File: src/design/mlc_pkg.sv
// ----------------------------------------------------------------------------
// mlc_pkg
// Types, constants and outcode bit values for the midpoint line clipper.
// ----------------------------------------------------------------------------
`default_nettype none
package mlc_pkg;
	localparam int COORD_BITS_DEF = 16;
	localparam int IO_BITS        = 16;
	localparam int THR_BITS       = 33;
	localparam int CFG_IDX_BITS   = 3;

	localparam logic [CFG_IDX_BITS-1:0] REG_WIN_LEFT   = 3'd0;
	localparam logic [CFG_IDX_BITS-1:0] REG_WIN_RIGHT  = 3'd1;
	localparam logic [CFG_IDX_BITS-1:0] REG_WIN_BOTTOM = 3'd2;
	localparam logic [CFG_IDX_BITS-1:0] REG_WIN_TOP    = 3'd3;
	localparam logic [CFG_IDX_BITS-1:0] REG_STOP_THR   = 3'd4;

	localparam logic [15:0] WIN_LEFT_RST   = 16'd13107;
	localparam logic [15:0] WIN_RIGHT_RST  = 16'd52429;
	localparam logic [15:0] WIN_BOTTOM_RST = 16'd19661;
	localparam logic [15:0] WIN_TOP_RST    = 16'd45875;
	localparam logic [THR_BITS-1:0] STOP_THR_RST = 33'd858993459;

	localparam logic [3:0] OC_LEFT   = 4'd1;
	localparam logic [3:0] OC_RIGHT  = 4'd2;
	localparam logic [3:0] OC_BOTTOM = 4'd4;
	localparam logic [3:0] OC_TOP    = 4'd8;

	typedef enum logic [1:0] {
		CASE_ACCEPT    = 2'd0,
		CASE_REJECT    = 2'd1,
		CASE_SUBDIVIDE = 2'd2
	} clip_case_t;

	typedef struct packed {
		logic [15:0] start_x;
		logic [15:0] start_y;
		logic [15:0] end_x;
		logic [15:0] end_y;
	} seg_req_t;

	typedef struct packed {
		logic        visible;
		logic [15:0] clip_start_x;
		logic [15:0] clip_start_y;
		logic [15:0] clip_end_x;
		logic [15:0] clip_end_y;
		logic [1:0]  clip_case;
	} seg_res_t;
endpackage
`default_nettype wire

File: src/design/mlc_bisect_stage.sv
// ----------------------------------------------------------------------------
// mlc_bisect_stage
// One registered bisection step: midpoint, outcode, squared-length stop test.
// ----------------------------------------------------------------------------
`default_nettype none
module mlc_bisect_stage #(
	parameter int CB = mlc_pkg::COORD_BITS_DEF
) (
	input  wire logic                          clk,
	input  wire logic                          arst_n,
	input  wire logic [CB-1:0]                 wl,
	input  wire logic [CB-1:0]                 wr,
	input  wire logic [CB-1:0]                 wb,
	input  wire logic [CB-1:0]                 wt,
	input  wire logic [mlc_pkg::THR_BITS-1:0]  thr,
	input  wire logic                          in_act,
	input  wire logic [CB-1:0]                 in_ox,
	input  wire logic [CB-1:0]                 in_oy,
	input  wire logic [CB-1:0]                 in_tx,
	input  wire logic [CB-1:0]                 in_ty,
	input  wire logic [3:0]                    in_co,
	input  wire logic                          in_seen,
	output logic                               out_act,
	output logic [CB-1:0]                      out_ox,
	output logic [CB-1:0]                      out_oy,
	output logic [CB-1:0]                      out_tx,
	output logic [CB-1:0]                      out_ty,
	output logic [3:0]                         out_co,
	output logic                               out_seen
);
	localparam int SQW = 2 * CB;
	localparam int SUMW = (SQW > 32 ? SQW : 32) + 1;

	logic [CB:0]   sum_x, sum_y;
	logic [CB-1:0] mx, my, nox, noy, ntx, nty, dx, dy;
	logic [3:0]    cm;
	logic          take;
	logic [SQW-1:0] sqx, sqy;
	logic [SUMW-1:0] ax, ay, len_sq;

	always_comb begin
		sum_x = {1'b0, in_ox} + {1'b0, in_tx};
		sum_y = {1'b0, in_oy} + {1'b0, in_ty};
		mx = sum_x[CB:1];
		my = sum_y[CB:1];
		cm = 4'd0;
		if (mx < wl) cm = cm | mlc_pkg::OC_LEFT;
		else if (mx > wr) cm = cm | mlc_pkg::OC_RIGHT;
		if (my > wt) cm = cm | mlc_pkg::OC_TOP;
		else if (my < wb) cm = cm | mlc_pkg::OC_BOTTOM;
		take = (in_co & cm) != 4'd0;
		nox = take ? mx : in_ox;
		noy = take ? my : in_oy;
		ntx = take ? in_tx : mx;
		nty = take ? in_ty : my;
		dx = nox > ntx ? nox - ntx : ntx - nox;
		dy = noy > nty ? noy - nty : nty - noy;
		sqx = {{CB{1'b0}}, dx} * {{CB{1'b0}}, dx};
		sqy = {{CB{1'b0}}, dy} * {{CB{1'b0}}, dy};
		if (CB >= 16) begin
			ax = SUMW'(sqx >> (2 * CB - 32));
			ay = SUMW'(sqy >> (2 * CB - 32));
		end else begin
			ax = SUMW'(sqx) << (32 - 2 * CB);
			ay = SUMW'(sqy) << (32 - 2 * CB);
		end
		len_sq = ax + ay;
	end

	always_ff @(posedge clk or negedge arst_n) begin
		if (!arst_n) begin
			out_act <= 1'b0;
		end else begin
			out_act <= in_act && !(len_sq < SUMW'(thr));
		end
	end

	always_ff @(posedge clk) begin
		if (in_act) begin
			out_ox <= nox;
			out_oy <= noy;
			out_tx <= ntx;
			out_ty <= nty;
			out_co <= take ? cm : in_co;
			out_seen <= in_seen | (cm == 4'd0);
		end else begin
			out_ox <= in_ox;
			out_oy <= in_oy;
			out_tx <= in_tx;
			out_ty <= in_ty;
			out_co <= in_co;
			out_seen <= in_seen;
		end
	end
endmodule
`default_nettype wire

File: config.mk
export PLATFORM = sky130hd
export DESIGN_NAME = mlc_bisect_stage
export DESIGN_NICKNAME = d
export VERILOG_FILES = /design/src/design/mlc_pkg.sv /design/src/design/mlc_bisect_stage.sv
export SDC_FILE = /design/constraint.sdc
export NUM_CORES = 1
export LEC_CHECK = 0
export ABC_AREA = 1
export BUFFER_PORTS_ARGS = -buffer_cell sky130_fd_sc_hd__buf_4
export CELL_PAD_IN_SITES_DETAIL_PLACEMENT = 1
export CELL_PAD_IN_SITES_GLOBAL_PLACEMENT = 2
export CORE_MARGIN = 2
export CORE_UTILIZATION = 25
export DETAILED_ROUTE_END_ITERATION = 12
export GPL_TIMING_DRIVEN = 0
export PLACE_DENSITY_LB_ADDON = 0.2
export SYNTH_ARGS = -nofsm -noshare
export SYNTH_HDL_FRONTEND = slang
export SYNTH_SLANG_ARGS = --single-unit
File: constraint.sdc
create_clock -name clk -period 0.8 [get_ports clk]
set_clock_uncertainty 0.1 [all_clocks]
set_input_delay 0.2 -clock clk [delete_from_list [all_inputs] [get_ports clk]]
set_output_delay 0.2 -clock clk [all_outputs]
set_load 0.05 [all_outputs]
==> metrics.md, run 1 <==
| Metric | Value |
|---|---|
| I/O Buffers | 237 |
| Synthesized area | 0.0261 mm² |
| Fin crit period | 12310 ps |
| Die height | 327 µm |
| Asr flop ratio synth | 1.43% |
| Register area share after synthesis | 5.39% |
| Post-Place Cells | 5155 |
| First-pass GRT wire length | 159000 µm |
| Crit path kind | input pin to flip-flop |
| F_max | 81.2 MHz |
| Unique masters post-synth | 58 |
| Clock Sinks | 70 |
| Clk slew on worst S/H paths | 80 ps |
| Final hold vios | 50 |
| Synthesized netlist net count | 4478 |
| Synth warn | 0 |
| DR DRC count | 0 |
| Area growth, synth to finish | 34.5% |
| Placer Congestion | 0.883 |
| CTS root buf | clkbuf_16 |
| Remaining antenna violation count | 0 |
| Row count | 118 |
| IO Count | 239 |
| Layout cells sized above 1 | 27.5% |
| Crit. End Element | flip-flop |
| Final net count | 4883 |
| Ratio of final minimum period to clock period | 1540% |
| Slowest stage delay, CP | 590 ps |
| CTS tree | yes |
| Clock buffer depth | 2 |
| Die area | 0.107 mm² |
| DR vias | 23785 |
| Hpwl dp | 89500 µm |
| Crit path DAT | 12550 ps |
| GR Overflow Total | 0 |
| Setup crit start kind | input pin |
| Max Fanout on Critical Path | 10 |
| Post-synth top flop | dfxtp_1 |
| Number of global-route vias before repair | 26498 |
| Initial DRC Count | 819 |
| WHS | -68.9 ps |
| Total of max-cap violations | 0 |
| Synth Register Bits | 70 |
| Largest net degree at the start of global routing | 17 |
| Violated checks | hold timing, setup timing |
| Final setup fails | 140 |
| Setup ws final | -11510 ps |
| Worst EP required | 1040 ps |
| Drt wl/cell | 19.6 µm |
| Hold_sp | in_ty[15] |
| Global-route met1 utilization | 25.2% |
| EDFF count, synth | 0 |
| Slew Limit Fails | 0 |
| Vias per cell | 4.46 |
| Overall global routing resource usage | 19.6% |
| Setup repair after global routing missed its margin | true |
| Status | complete, but fails checks |
| Worst hold path cell count | 3 |
| Worst slew pin tran | 1240 ps |
| Core ar. | 0.103 mm² |
| Worst slew margin | 17.6% |
| Width of the die | 327 µm |
| Initial Util | 25.2% |
| Slowest cell on crit path | fa_1 |
| Initial DRT Pass Iterations | 4 |
| Hold-critical path endpoint | out_ty[15] |
| Drt total wl | 104000 µm |
| Initial antenna violation count | 7 |
| CP dominant cell by count | nand2_1 |
| Syn_area_per_cell | 7.37 µm² |
| Pre-CTS setup slack | -13670 ps |
| # H-tree levels | 3 |
| Met3 usage | 1.59% |
| Worst Hold Class | input pin to flip-flop |
| Grt met2 use | 36.2% |
| GR peak layer | met2 |
| Post-Syn Instances | 3538 |
| Number of buffers created by CTS | 9 |
| Fin cells | 5332 |
[timing repair]
action	CTS	global route
pin swaps	83	88
setup buffers	103	51
resized for setup	540	284
cloned	5	1
hold buffers	4	1
endpoints found under the hold margin	62	45
endpoints found under the setup margin	140	140
[worst max-delay path by stage]
| stage | cells past startpoint | start | slack, ps | end |
|---|---|---|---|---|
| after floorplan | 71 | in_ox[0] | -10220 | out_act |
| after global placement | 67 | in_tx[2] | -13610 | out_act |
| after detailed placement | 67 | in_tx[2] | -13670 | out_act |
| after CTS | 65 | in_tx[0] | -11560 | out_act |
| after global routing | 68 | in_tx[0] | -12180 | out_act |
| final | 71 | in_tx[0] | -11510 | out_act |
[cell usage in the layout, fill, tap and decap left out, types with 25 or more instances in the layout]
cell     count
nand3_1     89
fa_1       380
xor2_1      63
o21ai_2     45
o21ai_0     46
nor2_1     240
a21oi_1    108
ha_1       311
nand3_2     25
ha_4        47
a21oi_2     30
nor2_2      47
nand2_4     50
nand2_1    578
inv_1      866
buf_6       43
inv_2       51
nand2_2     85
buf_8       80
nand4_1     47
dfxtp_2     55
o21ai_1     30
buf_4      295
[state kept, by name, summed over array words and instances, names as in the netlist]
name      cells
out_co        4
out_act       1
out_seen      1
out_oy       16
out_ty       16
out_tx       16
out_ox       16
[cells in the mapped netlist (3+ instances only)]
master	count	area, µm²
inv_1	898	3370
nand2_1	686	2570
fa_1	394	7890
ha_1	377	4720
nor2_1	275	1030
a21oi_1	153	766
nand3_1	120	601
o21ai_0	113	566
xor2_1	70	613
dfxtp_1	69	1380
nand4_1	47	294
inv_2	33	124
nor2_2	27	169
nand2_2	26	163
nor3_1	25	125
xnor2_1	23	201
clkbuf_1	22	82.6
buf_2	17	85.1
o21ai_1	17	85.1
buf_6	14	158
o21bai_1	13	97.6
buf_4	12	90.1
o21a_1	11	82.6
a21o_1	9	67.6
o21ai_2	9	78.8
a21boi_0	6	45.0
a31oi_1	6	37.5
buf_1	6	22.5
nand3b_1	5	37.5
a21oi_2	4	35.0
a31o_2	4	35.0
nand2_4	4	45.0
o221ai_1	4	35.0
a221oi_1	3	26.3
nor2_4	3	33.8
nor4_1	3	18.8
[cell families after synthesis]
logic type      synth area share, %
compound gates                 7.93
xor+xnor                       3.29
fa+ha+maj                      48.3
buf+inv                        15.2
flops                          5.39
simple gates                   19.9
[critical path: cells and delay by family]
kind            cells  cell delay (ps)
fa+ha+maj          13             5640
simple gates       32             3620
compound gates      9             1370
buf+inv            17             1690
[metal layers]
metal	share of wire (%)	up-vias
li1	-	11527
met1	45	11899
met2	51	295
met3	2.6	58
met4	1.6	6
met5	0.042	-
[cell type report]
class	instances	area (µm²)
Antenna cell	4	10.0
Buffer	70	866
Clock buffer	9	225
Clock inverter	7	76.3
Fill cell	12391	68400
Inverter	934	3560
Multi-Input combinational cell	2463	23300
Sequential cell	70	1530
Tap cell	1380	1730
Timing Repair Buffer	395	3730
[metrics by stage]
step	util [%]	hold WS [ps]	cell area [µm²]	setup TNS [ps]
2_1_floorplan	-	-196	26700	-168970
3_3_place_gp	29.1	-124	30200	-262280
3_5_place_dp	29.1	-123	30200	-264640
4_1_cts	32.4	-81.8	33600	-217510
5_1_grt	33.9	-54.9	35100	-235840
6_report	33.9	-68.9	35100	-220750
Power of run 1 is not shown: default switching activity piles up to over one toggle a cycle in this logic, so the estimate is an artifact.
==> run 2, diff against run 1 <==
--- a/config.mk
+++ b/config.mk
@@ -10,10 +10,11 @@
 export CELL_PAD_IN_SITES_DETAIL_PLACEMENT = 1
 export CELL_PAD_IN_SITES_GLOBAL_PLACEMENT = 2
 export CORE_MARGIN = 2
-export CORE_UTILIZATION = 25
+export CORE_UTILIZATION = 35
 export DETAILED_ROUTE_END_ITERATION = 12
 export GPL_TIMING_DRIVEN = 0
 export PLACE_DENSITY_LB_ADDON = 0.2
+export SETUP_SLACK_MARGIN = 0.5
 export SYNTH_ARGS = -nofsm -noshare
 export SYNTH_HDL_FRONTEND = slang
 export SYNTH_SLANG_ARGS = --single-unit
==> run 2 against run 1 <==
- the run ends with hold timing, capacitance limit, slew limit, setup timing left
- routed wire length down 6.5%
- sequential cell count unchanged
- worst hold slack worse by 430 ps
- via count up 1.5%
- utilization up 13 points
- clock-buffer cell count unchanged
- worst setup slack better by 110 ps
- global-route usage up 5.7 points
- non-clock buffer count up 7
==> metrics.md, run 2 (same netlist as run 1, synthesis figures left out) <==
| Metric | Value |
|---|---|
| Number of global-route vias before repair | 26869 |
| Hpwl dp | 80900 µm |
| CP dominant cell by count | nand2_1 |
| Commonest non-fill, non-tap cell in the layout | inv_1 |
| Final hold vios | 42 |
| Die height | 277 µm |
| Drt wl/cell | 19.8 µm |
| Register area | 0.00167 mm² |
| Drt total wl | 97600 µm |
| Violated checks | hold timing, capacitance limit, slew limit, setup timing |
| CTS tree | yes |
| Placer Congestion | 0.869 |
| Die area | 0.0767 mm² |
| # H-tree levels | 3 |
| Vias per cell | 4.90 |
| Fin crit period | 12200 ps |
| Area growth, synth to finish | 32.4% |
| Clk slew on worst S/H paths | 60 ps |
| WHS | -499 ps |
| Slowest cell on crit path | fa_2 |
| Status | complete, but fails checks |
| Worst slew margin | -2.02% |
| Total of max-cap violations | 1 |
| Filler Cell Count | 8978 |
| Number of buffers created by CTS | 9 |
| Inserted Diodes | 0 |
| Crit. End Element | flip-flop |
| I/O Buffers | 237 |
| Worst Hold Class | input pin to async pin |
| Crit path DAT | 12400 ps |
| Setup crit start kind | input pin |
| Row count | 100 |
| CTS root buf | clkbuf_16 |
| Final net count | 4891 |
| Final setup fails | 140 |
| Clock buffer depth | 2 |
| Width of the die | 277 µm |
| Remaining antenna violation count | 0 |
| Overall global routing resource usage | 25.3% |
| Initial DRT Pass Iterations | 5 |
| Most frequent cells in the layout | 870 x inv_1, 587 x nand2_1, 375 x fa_1, 326 x ha_1, 311 x buf_4 |
| Ratio of final minimum period to clock period | 1530% |
| Core ar. | 0.0741 mm² |
| Setup ws final | -11400 ps |
| Initial DRC Count | 800 |
| F_max | 82.0 MHz |
| Layout cells sized above 1 | 27.1% |
| First-pass GRT wire length | 150000 µm |
| GR Overflow Total | 0 |
| Largest net degree at the start of global routing | 14 |
| Clock Sinks | 70 |
| Multi-input logic area | 0.0230 mm² |
| Worst EP required | 1000 ps |
| Slowest stage delay, CP | 610 ps |
| Initial Util | 35.2% |
| DR vias | 24136 |
| IO Count | 239 |
| Slew Limit Fails | 12 |
| DR DRC count | 0 |
| Crit path kind | input pin to flip-flop |
| Max Fanout on Critical Path | 10 |
| Initial antenna violation count | 0 |
| Worst slew pin tran | 1530 ps |
| Setup repair after global routing missed its margin | true |
==> run 2: final cells by class <==
cell class | instances | share of cell area (%)
Clock buffer | 9 | 0.652
Multi-Input combinational cell | 2464 | 66.7
Sequential cell | 70 | 4.82
Timing Repair Buffer | 400 | 11.1
Tap cell | 969 | 3.51
Buffer | 72 | 2.58
Inverter | 934 | 10.4
Clock inverter | 7 | 0.283
==> run 2: metrics by stage <==
stage	TNS, ps	instance area (µm²)	utilization (%)	worst slack, ps	cells
6_report	-229830	34500	46.6	-11400	4925
3_3_place_gp	-255480	29800	40.3	-13250	4744
4_1_cts	-210190	33500	45.2	-11340	4895
2_1_floorplan	-168750	26800	-	-10220	3538
5_1_grt	-241260	34500	46.6	-12060	4925
3_5_place_dp	-255890	29800	40.3	-13260	4744
==> run 2: final timing paths <==
check                           from  endpoint  slack, ps
min in group clk             in_seen  out_seen        -70
hold / removal                arst_n   out_act       -500
max in group asynchronous     arst_n   out_act       1020
setup / recovery           in_oy[14]   out_act     -11400
==> run 2: repair_timing <==
action	in CTS	in global routing
setup buffers	128	26
pin swaps	124	71
hold endpoints to repair	57	34
gates cloned	7	4
resized for setup	530	217
setup endpoints to repair	140	140
==> run 2: routing by layer <==
metal,wire [µm],up-vias,share of wire (%),global-route usage (%)
li1,-,11512,-,-
met1,39100,12077,40,29.2
met2,52100,415,53,48.9
met3,2980,132,3.1,2.59
met4,3420,0,3.5,6.87
met5,0,-,0,0
==> run 2: worst max-delay path, delay by kind of cell <==
family / cells / cell delay (ps)
and+or+nand+nor: 25 / 3090
adders and majority gates: 13 / 5750
xor gates and xnor gates: 1 / 160
buffers and inverters: 15 / 1580
AOI/OAI and AO/OA: 9 / 1590
Power of run 2 is left out for the same reason.
==> run 3, diff against run 2 <==
--- a/config.mk
+++ b/config.mk
@@ -9,7 +9,7 @@
 export BUFFER_PORTS_ARGS = -buffer_cell sky130_fd_sc_hd__buf_4
 export CELL_PAD_IN_SITES_DETAIL_PLACEMENT = 1
 export CELL_PAD_IN_SITES_GLOBAL_PLACEMENT = 2
-export CORE_MARGIN = 2
+export CORE_MARGIN = 3
 export CORE_UTILIZATION = 35
 export DETAILED_ROUTE_END_ITERATION = 12
 export GPL_TIMING_DRIVEN = 0
==> run 3 against run 2 <==
- final cell count grew 0.83%
- non-clock buffer count is 52 higher
- utilization is 2.2 points higher
- the run ends with hold timing, setup timing left
- worst setup slack worse by 210 ps
- cell area increased by 3.6%
- sequential cell count unchanged
- worst hold slack lost 6.8 ps
- sequential share of layout area shrank 0.17 points
==> metrics.md, run 3 (same netlist as run 1, synthesis figures left out) <==
| Metric | Value |
|---|---|
| Crit path DAT | 12620 ps |
| Violated checks | hold timing, setup timing |
| Post-Place Cells | 4734 |
| Crit path kind | input pin to flip-flop |
| Overall global routing resource usage | 25.3% |
| Status | complete, but fails checks |
| Fin cells | 4966 |
| Crit. End Element | flip-flop |
| Clk slew on worst S/H paths | 60 ps |
| Area growth, synth to finish | 37.1% |
| CP dominant cell by count | inv_1 |
| Worst slew pin tran | 1230 ps |
| Initial DRT Pass Iterations | 5 |
| Drt total wl | 100000 µm |
| Largest net degree at the start of global routing | 13 |
| DR vias | 24550 |
| F_max | 80.6 MHz |
| Setup ws final | -11610 ps |
| Pre-CTS setup slack | -13180 ps |
| Family with the most delay on the worst path | adder cells |
| Commonest non-fill, non-tap cell in the layout | inv_1 |
| GR Overflow Total | 0 |
| Remaining antenna violation count | 0 |
| Die height | 279 µm |
| Initial Util | 35.6% |
| Worst slew margin | 17.9% |
| WHS | -506 ps |
| Critical path buffers and inverters | 17 |
| Final net count | 4942 |
| CTS root buf | clkbuf_16 |
| Core ar. | 0.0733 mm² |
| Final setup TNS | -255620 ps |
| Layout cells sized above 1 | 30.8% |
| IO Count | 239 |
| Slowest stage delay, CP | 580 ps |
| Row count | 99 |
| Slowest cell on crit path | fa_2 |
| CTS tree | yes |
| Worst EP required | 1010 ps |
| Number of buffers created by CTS | 9 |
| # H-tree levels | 3 |
| I/O Buffers | 237 |
| Placer Congestion | 0.903 |
| Inserted Diodes | 0 |
| DR DRC count | 0 |
| Initial antenna violation count | 0 |
| Vias per cell | 4.94 |
| Worst Hold Class | input pin to async pin |
| Setup repair after global routing missed its margin | true |
| First-pass GRT wire length | 152000 µm |
| Initial DRC Count | 865 |
| Total of max-cap violations | 0 |
| Clock buffer depth | 2 |
| Die area | 0.0778 mm² |
| Final hold vios | 49 |
| Most frequent cells in the layout | 859 x inv_1, 530 x nand2_1, 362 x fa_1, 328 x buf_4, 313 x ha_1 |
| Clock Sinks | 70 |
| Drt wl/cell | 20.1 µm |
| Width of the die | 279 µm |
| Number of global-route vias before repair | 27198 |
| Slew Limit Fails | 0 |
| Ratio of final minimum period to clock period | 1550% |
| Final setup fails | 140 |
| Max Fanout on Critical Path | 6 |
| Setup crit start kind | input pin |
| Fin crit period | 12410 ps |
| Hpwl dp | 81000 µm |
## run 3: per-layer routing
layer	global-route usage (%)	up-vias	wire length, µm
met3	2.64	203	3600
met1	29.2	12225	39400
met4	7.61	0	4300
li1	-	11621	-
met2	48.7	501	52700
met5	0	-	0
## run 3: final cells by class
cell class	instances	area [µm²]
repair buffers	452	4460
inverters	934	3570
fillers	8824	37600
multi-input cells	2463	23600
clock buffers	10	229
well taps	959	1200
plain buffers	72	947
flip-flops and latches	70	1670
clock inverters	6	62.6
## run 3: stage by stage
stage	area, µm²	util (%)	hold slack (ps)
floorplan	26800	-	-196
global placement	29800	40.7	-124
detailed placement	29800	40.7	-121
CTS	34200	46.6	-505
global route	35800	48.8	-505
finish	35800	48.8	-506
## run 3: what timing repair did
item | 4_1_cts | 5_1_grt
resized for setup | 704 | 253
setup endpoints to repair | 140 | 140
endpoints found under the hold margin | 57 | 36
pin swaps | 160 | 144
setup buffers | 137 | 65
gates cloned | 13 | 1
## run 3: worst max path at each step
stage                   end  cells after the start  startpoint  slack [ps]
finish              out_act                     66   in_oy[13]      -11610
global placement    out_act                     62    in_ox[0]      -13260
global route        out_act                     66   in_oy[13]      -12180
floorplan           out_act                     71    in_ox[0]      -10220
CTS                 out_act                     70    in_oy[2]      -11350
detailed placement  out_act                     61    in_ox[9]      -13180
Power of run 3 is left out for the same reason.
